File: src/sv/assert_macros.svh
// Assertion macros shared by the handle slot table RTL.
// Included by the files that carry concurrent checks; no other dependencies.
`ifndef ASSERT_MACROS_SVH
`define ASSERT_MACROS_SVH

// Clocked check, disabled while reset is asserted (active-low reset).
`define HST_ASSERT(label, clk, rst_n, prop, msg) \
    label: assert property (@(posedge clk) disable iff (!rst_n) prop) else $error(msg);

// Clocked check that also holds during reset.
`define HST_ASSERT_ALWAYS(label, clk, prop, msg) \
    label: assert property (@(posedge clk) prop) else $error(msg);

`endif

File: src/sv/hst_pkg.sv
// Shared types and constants for the handle slot table.
// Used by hst_store, hst_ctrl and handle_slot_table_unit; no dependencies.
package hst_pkg;

    localparam int ACTION_W = 3;
    localparam int HANDLE_W = 32;
    localparam int SLOT_W   = 8;

    typedef enum logic [ACTION_W-1:0] {
        ACT_ADD      = 3'd0,
        ACT_REMOVE   = 3'd1,
        ACT_CONTAINS = 3'd2,
        ACT_GET      = 3'd3,
        ACT_PUT      = 3'd4,
        ACT_CLEAR    = 3'd5
    } t_action;

    localparam logic STAT_OK   = 1'b0;
    localparam logic STAT_FAIL = 1'b1;

    // Control from the sequencer to the slot store.
    typedef struct packed {
        logic rd;
        logic wr;
        logic clr_one;
        logic clr_all;
    } t_store_ctl;

endpackage

File: src/sv/hst_store.sv
// Slot store: handle memory with one registered read port and per-slot valid bits.
// Depends on hst_pkg. An invalid slot reads as zero (empty).
module hst_store #(
    parameter int SLOTS       = 16,
    parameter int HANDLE_BITS = 32,
    parameter int IW          = (SLOTS > 1) ? $clog2(SLOTS) : 1
) (
    input  logic                    i_clk,
    input  logic                    i_rst_n,
    input  hst_pkg::t_store_ctl     i_ctl,
    input  logic [IW-1:0]           i_addr,
    input  logic [HANDLE_BITS-1:0]  i_wdata,
    output logic [HANDLE_BITS-1:0]  o_rdata,
    output logic                    o_full
);
    import hst_pkg::*;

    logic [HANDLE_BITS-1:0] r_mem [SLOTS];
    logic [SLOTS-1:0]       r_valid;
    logic [HANDLE_BITS-1:0] r_rdata;
    logic                   r_rvld;

    always_ff @(posedge i_clk) begin
        if (i_ctl.wr) begin
            r_mem[i_addr] <= i_wdata;
        end
        if (i_ctl.rd) begin
            r_rdata <= r_mem[i_addr];
        end
    end

    always_ff @(posedge i_clk) begin
        if (!i_rst_n) begin
            r_valid <= '0;
            r_rvld  <= 1'b0;
        end else begin
            if (i_ctl.rd) begin
                r_rvld <= r_valid[i_addr];
            end
            if (i_ctl.clr_all) begin
                r_valid <= '0;
            end else if (i_ctl.wr) begin
                // a zero handle leaves the slot empty
                r_valid[i_addr] <= (i_wdata != '0);
            end else if (i_ctl.clr_one) begin
                r_valid[i_addr] <= 1'b0;
            end
        end
    end

    assign o_rdata = r_rvld ? r_rdata : '0;
    assign o_full  = &r_valid;

endmodule

File: src/sv/hst_ctrl.sv
// Sequencer for the handle slot table: scans the store one slot per cycle
// through a shared compare unit. Depends on hst_pkg and assert_macros.svh.
`include "assert_macros.svh"

module hst_ctrl #(
    parameter int SLOTS       = 16,
    parameter int HANDLE_BITS = 32,
    parameter int IW          = (SLOTS > 1) ? $clog2(SLOTS) : 1
) (
    input  logic                          i_clk,
    input  logic                          i_rst_n,
    input  logic                          i_start,
    input  logic [hst_pkg::ACTION_W-1:0]  i_action,
    input  logic [HANDLE_BITS-1:0]        i_key,
    input  logic [hst_pkg::SLOT_W-1:0]    i_slot,
    output logic                          o_idle,
    output logic                          o_done,
    input  logic                          i_take,
    output logic                          o_status,
    output logic [hst_pkg::SLOT_W-1:0]    o_sidx,
    output logic [hst_pkg::HANDLE_W-1:0]  o_hout,
    output logic                          o_full,
    output hst_pkg::t_store_ctl           o_ctl,
    output logic [IW-1:0]                 o_addr,
    output logic [HANDLE_BITS-1:0]        o_wdata,
    input  logic [HANDLE_BITS-1:0]        i_rdata,
    input  logic                          i_full
);
    import hst_pkg::*;

    localparam int CW = $clog2(SLOTS + 1);
    localparam logic [CW-1:0]     CNT_END  = CW'(SLOTS);
    localparam logic [SLOT_W:0]   SLOT_LIM = (SLOT_W + 1)'(SLOTS);

    typedef enum logic [4:0] {
        S_IDLE  = 5'b00001,
        S_SCAN  = 5'b00010,
        S_READ  = 5'b00100,
        S_FETCH = 5'b01000,
        S_DONE  = 5'b10000
    } t_seq_state;

    t_seq_state              r_state,  n_state;
    logic [ACTION_W-1:0]     r_act,    n_act;
    logic [HANDLE_BITS-1:0]  r_key,    n_key;
    logic [SLOT_W-1:0]       r_slot,   n_slot;
    logic [CW-1:0]           r_cnt,    n_cnt;
    logic                    r_pend,   n_pend;
    logic [IW-1:0]           r_pidx,   n_pidx;
    logic                    r_found,  n_found;
    logic [IW-1:0]           r_pos,    n_pos;
    logic                    r_efound, n_efound;
    logic [IW-1:0]           r_epos,   n_epos;
    logic                    r_status, n_status;
    logic [SLOT_W-1:0]       r_sidx,   n_sidx;
    logic [HANDLE_W-1:0]     r_hout,   n_hout;

    logic slot_ok;
    logic hit;
    logic empty;

    assign slot_ok = ({1'b0, i_slot} < SLOT_LIM);
    // shared compare unit
    assign hit   = (i_rdata == r_key);
    assign empty = (i_rdata == '0);

    always_comb begin
        n_state  = r_state;
        n_act    = r_act;
        n_key    = r_key;
        n_slot   = r_slot;
        n_cnt    = r_cnt;
        n_pend   = r_pend;
        n_pidx   = r_pidx;
        n_found  = r_found;
        n_pos    = r_pos;
        n_efound = r_efound;
        n_epos   = r_epos;
        n_status = r_status;
        n_sidx   = r_sidx;
        n_hout   = r_hout;
        o_ctl    = '0;
        o_addr   = r_slot[IW-1:0];
        o_wdata  = r_key;

        unique case (r_state)
            S_IDLE: begin
                if (i_start) begin
                    n_act    = i_action;
                    n_key    = i_key;
                    n_slot   = i_slot;
                    n_cnt    = '0;
                    n_pend   = 1'b0;
                    n_found  = 1'b0;
                    n_efound = 1'b0;
                    n_status = STAT_FAIL;
                    n_sidx   = '0;
                    n_hout   = '0;
                    if (i_action == ACT_ADD || i_action == ACT_REMOVE ||
                        i_action == ACT_CONTAINS) begin
                        n_state = S_SCAN;
                    end else if ((i_action == ACT_GET || i_action == ACT_PUT) && slot_ok) begin
                        n_state = S_READ;
                    end else if (i_action == ACT_CLEAR) begin
                        o_ctl.clr_all = 1'b1;
                        n_status      = STAT_OK;
                        n_state       = S_DONE;
                    end else begin
                        n_state = S_DONE;
                    end
                end
            end
            S_SCAN: begin
                // issue the next read while checking the previous one
                if (r_cnt < CNT_END) begin
                    o_ctl.rd = 1'b1;
                    o_addr   = r_cnt[IW-1:0];
                    n_cnt    = r_cnt + 1'b1;
                    n_pend   = 1'b1;
                    n_pidx   = r_cnt[IW-1:0];
                end else begin
                    n_pend = 1'b0;
                end
                if (r_pend) begin
                    if (hit && !r_found) begin
                        n_found = 1'b1;
                        n_pos   = r_pidx;
                    end
                    if (empty && !r_efound) begin
                        n_efound = 1'b1;
                        n_epos   = r_pidx;
                    end
                end
                if (!r_pend && r_cnt == CNT_END) begin
                    n_state = S_DONE;
                    if (r_act == ACT_ADD) begin
                        if (r_efound && !r_found) begin
                            o_ctl.wr = 1'b1;
                            o_addr   = r_epos;
                            n_status = STAT_OK;
                            n_sidx   = SLOT_W'(r_epos);
                        end
                    end else if (r_act == ACT_REMOVE) begin
                        if (r_found) begin
                            o_ctl.clr_one = 1'b1;
                            o_addr        = r_pos;
                            n_status      = STAT_OK;
                        end
                    end else begin
                        n_status = r_found ? STAT_OK : STAT_FAIL;
                    end
                end
            end
            S_READ: begin
                o_ctl.rd = 1'b1;
                n_state  = S_FETCH;
            end
            S_FETCH: begin
                n_hout   = HANDLE_W'(i_rdata);
                n_status = STAT_OK;
                if (r_act == ACT_PUT) begin
                    o_ctl.wr = 1'b1;
                end
                n_state = S_DONE;
            end
            S_DONE: begin
                if (i_take) begin
                    n_state = S_IDLE;
                end
            end
            default: begin
                n_state = S_IDLE;
            end
        endcase
    end

    always_ff @(posedge i_clk) begin
        if (!i_rst_n) begin
            r_state <= S_IDLE;
            r_cnt   <= '0;
            r_pend  <= 1'b0;
        end else begin
            r_state <= n_state;
            r_cnt   <= n_cnt;
            r_pend  <= n_pend;
        end
    end

    always_ff @(posedge i_clk) begin
        r_act    <= n_act;
        r_key    <= n_key;
        r_slot   <= n_slot;
        r_pidx   <= n_pidx;
        r_found  <= n_found;
        r_pos    <= n_pos;
        r_efound <= n_efound;
        r_epos   <= n_epos;
        r_status <= n_status;
        r_sidx   <= n_sidx;
        r_hout   <= n_hout;
    end

    assign o_idle   = (r_state == S_IDLE);
    assign o_done   = (r_state == S_DONE);
    assign o_status = r_status;
    assign o_sidx   = r_sidx;
    assign o_hout   = r_hout;
    assign o_full   = i_full;

    `HST_ASSERT(a_idle_no_write, i_clk, i_rst_n, (r_state == S_IDLE) |-> !(o_ctl.wr || o_ctl.clr_one), "table modified while idle")
    `HST_ASSERT(a_take_to_idle, i_clk, i_rst_n, (o_done && i_take) |=> (r_state == S_IDLE), "sequencer did not return to idle after handoff")
    `HST_ASSERT(a_scan_write_add, i_clk, i_rst_n, (r_state == S_SCAN && o_ctl.wr) |-> (r_act == ACT_ADD && !r_found && r_efound), "scan wrote a slot without a valid add")
    `HST_ASSERT(a_scan_count, i_clk, i_rst_n, (r_state == S_SCAN) |-> (r_cnt <= CNT_END), "scan counter ran past the table")

endmodule

File: src/sv/handle_slot_table_unit.sv
// Handle slot table top level: sequencer, slot store and result register.
// Depends on hst_pkg, hst_store, hst_ctrl.
//
// Usage:
//   Input channel (i_in_valid / o_in_ready) carries one beat of action, handle
//   and slot. Output channel (o_out_valid / i_out_ready) returns exactly one
//   beat per input: status, slot_index, handle_out and full_res.
//   Add, remove and contains scan every slot through one compare unit, one
//   slot per cycle, a rate set by the single read port of the store.
//   Get and put pass through a read and a fetch step; clear, bad indexes
//   and unused actions go straight to the done step.
//   o_in_ready is high only while the sequencer is idle; one item is in work
//   at a time.
//   The result register decouples the sides: a new beat is taken while a
//   finished result waits, and a stalled receiver only holds the sequencer
//   at its final step once its next result is ready.
//   Reset (i_rst_n low, synchronous) empties every slot at once through the
//   per-slot valid bits and drops any pending result.
module handle_slot_table_unit #(
    parameter int SLOTS       = 16,
    parameter int HANDLE_BITS = 32
) (
    input  logic                          i_clk,
    input  logic                          i_rst_n,
    input  logic                          i_in_valid,
    output logic                          o_in_ready,
    input  logic [hst_pkg::ACTION_W-1:0]  i_action,
    input  logic [hst_pkg::HANDLE_W-1:0]  i_handle,
    input  logic [hst_pkg::SLOT_W-1:0]    i_slot,
    output logic                          o_out_valid,
    input  logic                          i_out_ready,
    output logic                          o_status,
    output logic [hst_pkg::SLOT_W-1:0]    o_slot_index,
    output logic [hst_pkg::HANDLE_W-1:0]  o_handle_out,
    output logic                          o_full_res
);
    import hst_pkg::*;

    localparam int IW = (SLOTS > 1) ? $clog2(SLOTS) : 1;

    t_store_ctl              store_ctl;
    logic [IW-1:0]           store_addr;
    logic [HANDLE_BITS-1:0]  store_wdata;
    logic [HANDLE_BITS-1:0]  store_rdata;
    logic                    store_full;

    logic                    seq_idle;
    logic                    seq_done;
    logic                    seq_status;
    logic [SLOT_W-1:0]       seq_sidx;
    logic [HANDLE_W-1:0]     seq_hout;
    logic                    seq_full;
    logic                    take;

    logic                    r_ovalid;
    logic                    r_status;
    logic [SLOT_W-1:0]       r_sidx;
    logic [HANDLE_W-1:0]     r_hout;
    logic                    r_full;

    hst_store #(
        .SLOTS       (SLOTS),
        .HANDLE_BITS (HANDLE_BITS),
        .IW          (IW)
    ) u_store (
        .i_clk   (i_clk),
        .i_rst_n (i_rst_n),
        .i_ctl   (store_ctl),
        .i_addr  (store_addr),
        .i_wdata (store_wdata),
        .o_rdata (store_rdata),
        .o_full  (store_full)
    );

    hst_ctrl #(
        .SLOTS       (SLOTS),
        .HANDLE_BITS (HANDLE_BITS),
        .IW          (IW)
    ) u_ctrl (
        .i_clk    (i_clk),
        .i_rst_n  (i_rst_n),
        .i_start  (i_in_valid && o_in_ready),
        .i_action (i_action),
        .i_key    (HANDLE_BITS'(i_handle)),
        .i_slot   (i_slot),
        .o_idle   (seq_idle),
        .o_done   (seq_done),
        .i_take   (take),
        .o_status (seq_status),
        .o_sidx   (seq_sidx),
        .o_hout   (seq_hout),
        .o_full   (seq_full),
        .o_ctl    (store_ctl),
        .o_addr   (store_addr),
        .o_wdata  (store_wdata),
        .i_rdata  (store_rdata),
        .i_full   (store_full)
    );

    // move the finished result into the output register when it is free
    assign take = seq_done && (!r_ovalid || i_out_ready);

    always_ff @(posedge i_clk) begin
        if (!i_rst_n) begin
            r_ovalid <= 1'b0;
        end else if (take) begin
            r_ovalid <= 1'b1;
        end else if (i_out_ready) begin
            r_ovalid <= 1'b0;
        end
    end

    always_ff @(posedge i_clk) begin
        if (take) begin
            r_status <= seq_status;
            r_sidx   <= seq_sidx;
            r_hout   <= seq_hout;
            r_full   <= seq_full;
        end
    end

    assign o_in_ready   = seq_idle;
    assign o_out_valid  = r_ovalid;
    assign o_status     = r_status;
    assign o_slot_index = r_sidx;
    assign o_handle_out = r_hout;
    assign o_full_res   = r_full;

endmodule
File: config.mk
export PLATFORM = sky130hd
export DESIGN_NAME = handle_slot_table_unit
export DESIGN_NICKNAME = d
export VERILOG_FILES = /design/src/sv/hst_pkg.sv /design/src/sv/hst_store.sv /design/src/sv/hst_ctrl.sv /design/src/sv/handle_slot_table_unit.sv
export VERILOG_INCLUDE_DIRS = /design/src /design/src/sv
export SDC_FILE = /design/constraint.sdc
export NUM_CORES = 1
export LEC_CHECK = 0
export ABC_AREA = 0
export BUFFER_PORTS_ARGS = -buffer_cell sky130_fd_sc_hd__buf_2
export CAP_MARGIN = 20
export CORE_MARGIN = 2
export CORE_UTILIZATION = 29
export DETAILED_ROUTE_END_ITERATION = 8
export GPL_ROUTABILITY_DRIVEN = 1
export SLEW_MARGIN = 20
export SYNTH_ARGS = -nofsm -noshare
export SYNTH_HDL_FRONTEND = slang
export SYNTH_SLANG_ARGS = --single-unit
File: constraint.sdc
create_clock -name i_clk -period 5.3 [get_ports i_clk]
set_clock_uncertainty 0.05 [all_clocks]
set_input_delay 0.265 -clock i_clk [delete_from_list [all_inputs] [get_ports i_clk]]
set_output_delay 0.265 -clock i_clk [all_outputs]
set_load 0.1 [all_outputs]
==> results.md <==
* Status: finished clean
* Unrepaired setup endpoints after global routing: no
* Mean Syn Cell Area at 12.9 um2
* Synth unique cells at 64
* Switching Fraction at 23.0%
* Number of max-slew violations in the final report at 0
* Nets at 2348
* Setup TNS at 0 ns
* CTS Buf Count at 74
* DR vias at 17507
* First-pass GRT wire length at 106 mm
* Fin. Hold Viols at 0
* Commonest non-fill, non-tap cell in the layout: nand2_1
* Pwr per Cell Area at 360 mW/mm2
* Cells after DPL at 3442
* Cells after Synth at 2157
* WL final at 70.6 mm
* Synth area leaders: edfxtp_1, nand2_1, o211ai_1
* # diodes at 0
* Synth warnings at 0
* Worst-path fanout max at 26
* Number of flops mapped to enable cells by yosys at 672
* CP arrival at 4.63 ns
* Fmax at 0.229 GHz
* Worst rel slew slack at 30.3%
* Synth async-reset ratio at 0%
* Max-cap violations at 0
* NetSw at 2.72 mW
* Layout cells sized above 1 at 12.0%
* Synthesized area at 0.0279 mm2
* Metal-1 WL at 31.7 mm
* Fin crit period at 4.36 ns
* Power Internal at 9.09 mW
* FF/Latch Area at 0.0208 mm2
* Vias in the first global route at 16714
* WP data required at 5.56 ns
* CP endpoint kind: flop
* Met2 WL at 32.8 mm
* Die Span X at 314 um
* PortBufs at 86
* Core area at 0.0952 mm2
* WL per Instance at 19.5 um
* Crit path kind: flop to flop
* Clock share of power at 40.9%
* Synthesized flop and latch total at 701
* Worst-skew pair later-pin latency at 0.62 ns
* Root Buffer: clkbuf_16
* Startpoint Class: flop
* Slowest cell on crit path: nor2_4
* Worst Max-Slew Pin Slew at 1.04 ns
* I/O pins at 91
* Initial antenna violation count at 2
* Total track usage at 14.1%
* Area Growth Syn to Fin at 17.6%
* Post-DR vias/cell at 4.84
* Post-CTS setup buffer count at 0
* Top Metal Used: met4
* Synth top area share at 72.4%
* Hold WC Path Type: input pin to flop
* Starting density of the core at 29.3%
* Die area at 0.0987 mm2
* Total gr overflow at 0
* Final GP Congestion at 0.820
* Largest net degree at the start of global routing at 140
* DRT Pass-1 Iters at 5
* Ys flop type: edfxtp_1
* Clk slew on worst S/H paths at 0.06 ns
* Crit path largest cell delay at 0.90 ns
* Power share of the combinational group at 6.0%
* Finished Layout Cells at 3614
* Htree depth at 3
* Leak pwr at 11.3 nW
* Met3 routed WL at 4.34 mm
* TritonCTS clock tree: yes
* Initial DRC count at 1770
* Clock buffer depth at 3
* Most frequent cells in the layout: nand2_1, edfxtp_1, nand3_1
* Peak VDD IR at 217 uV
* Die height at 314 um
* Multi-input gate area at 0.00673 mm2
* Critical-path cell list: or3b_4, or4_1, o221ai_1, a211o_4, nand2_1, nor2_4, buf_4
* Seq/Total Area, Yosys at 74.4%
* Final setup violation count at 0
* Post-DP HPWL at 41.2 mm
* CTS sink count at 701
* Final-layout fill cell count at 9216
* Site Rows at 113
* Cell taking the most area after synthesis: edfxtp_1
* Detail Route Antenna Nets at 0
* Sequential power share at 53.1%
* Final core utilization at 34.5%
* Part of the cycle the worst path needs at 82.3%
* DRC violations left at 0
power by group through the flow:
stage	Sequential (mW)	Clock, mW	Combinational (mW)
after floorplan	6.37	0	0.441
after global placement	6.39	0	0.686
after detailed placement	6.39	0	0.695
after CTS	6.27	4.92	0.721
after global routing	6.28	5.14	0.787
final	6.27	4.83	0.711
flip-flops by register name, summed over array words and instances, names as in the netlist, 5 cells and up:
signal / cells
u_store.r_mem: 512
o_handle_out: 32
u_ctrl.o_hout: 32
u_ctrl.o_wdata: 32
u_store.r_rdata: 32
u_store.r_valid: 16
u_ctrl.r_cnt: 5
u_ctrl.r_state: 5
per-layer routing:
layer	track usage, %	up-vias
met5	0	-
li1	-	8201
met4	4.33	0
met2	22.5	580
met1	19.9	8615
met3	2.34	111
logic make-up (layout without fill, tap and decap cells):
family	count (synthesis)	count (layout)	synth area share, %
AND/OR/NAND/NOR	1042	1042	16.2
adder cells (fa/ha/maj)	2	2	0.0897
XOR/XNOR	10	10	0.314
multiplexers	8	8	0.287
other	1	4	0.0134
flip-flops	701	701	74.4
AO/OA/AOI/OAI	254	254	6.43
buffers and inverters	139	328	2.19
through the flow:
stage	setup WS, ns	power, mW	hold WS, ns	instance area [um2]
finish	0.936	11.8	0.318	32800
CTS	0.928	11.9	0.297	32800
global placement	0.987	7.07	0.351	30100
floorplan	0.0192	6.81	0.314	27900
global route	0.704	12.2	0.307	32800
detailed placement	0.944	7.08	0.355	30100
final timing paths:
check	startpoint	endpoint	slack (ns)	depth (start not counted)
setup / recovery	u_ctrl.r_cnt[4]	u_store.r_mem[12][12]	0.94	7
hold / removal	i_handle[31]	u_ctrl.o_wdata[31]	0.32	2
setup reg to reg	u_ctrl.r_cnt[4]	u_store.r_mem[12][12]	0.94	7
hold reg to reg	u_ctrl.o_hout[10]	o_handle_out[10]	0.36	0
critical path: cells and delay by family (launching register included):
kind                   cells  cell delay (ns)
AOI/OAI and AO/OA          2             0.78
buffers and inverters      1             0.29
DFF                        1             0.55
and+or+nand+nor            4             2.37
cells in the mapped netlist (4+ instances only):
| master | instances |
|---|---|
| nand2_1 | 686 |
| edfxtp_1 | 672 |
| nand3_1 | 151 |
| o211ai_1 | 128 |
| clkbuf_1 | 61 |
| nor2_1 | 52 |
| o21ai_0 | 49 |
| buf_2 | 47 |
| nand4_1 | 43 |
| and3_1 | 33 |
| dfxtp_1 | 29 |
| a21oi_1 | 25 |
| inv_1 | 21 |
| nor4_1 | 15 |
| a22oi_1 | 13 |
| nand3b_1 | 10 |
| xnor2_1 | 10 |
| nor2b_1 | 9 |
| nor3_1 | 9 |
| mux2i_1 | 8 |
| buf_4 | 6 |
| o22ai_1 | 5 |
| or4_1 | 5 |
| nand2b_1 | 4 |
| nor3b_1 | 4 |
| or3_1 | 4 |
layout make-up:
type                            instances  share of cell area [%]
Tap cell                             1265                    4.83
Sequential cell                       701                    63.3
Clock inverter                         37                   0.851
Clock buffer                           89                    5.91
Inverter                               21                   0.240
Timing Repair Buffer                  181                    4.38
Multi-Input combinational cell       1320                    20.5
repair_timing:
action,in CTS,in global routing
resized for setup,0,0
endpoints found under the hold margin,52,0
hold buffers,44,0
Power figures use the tool's default switching activity.
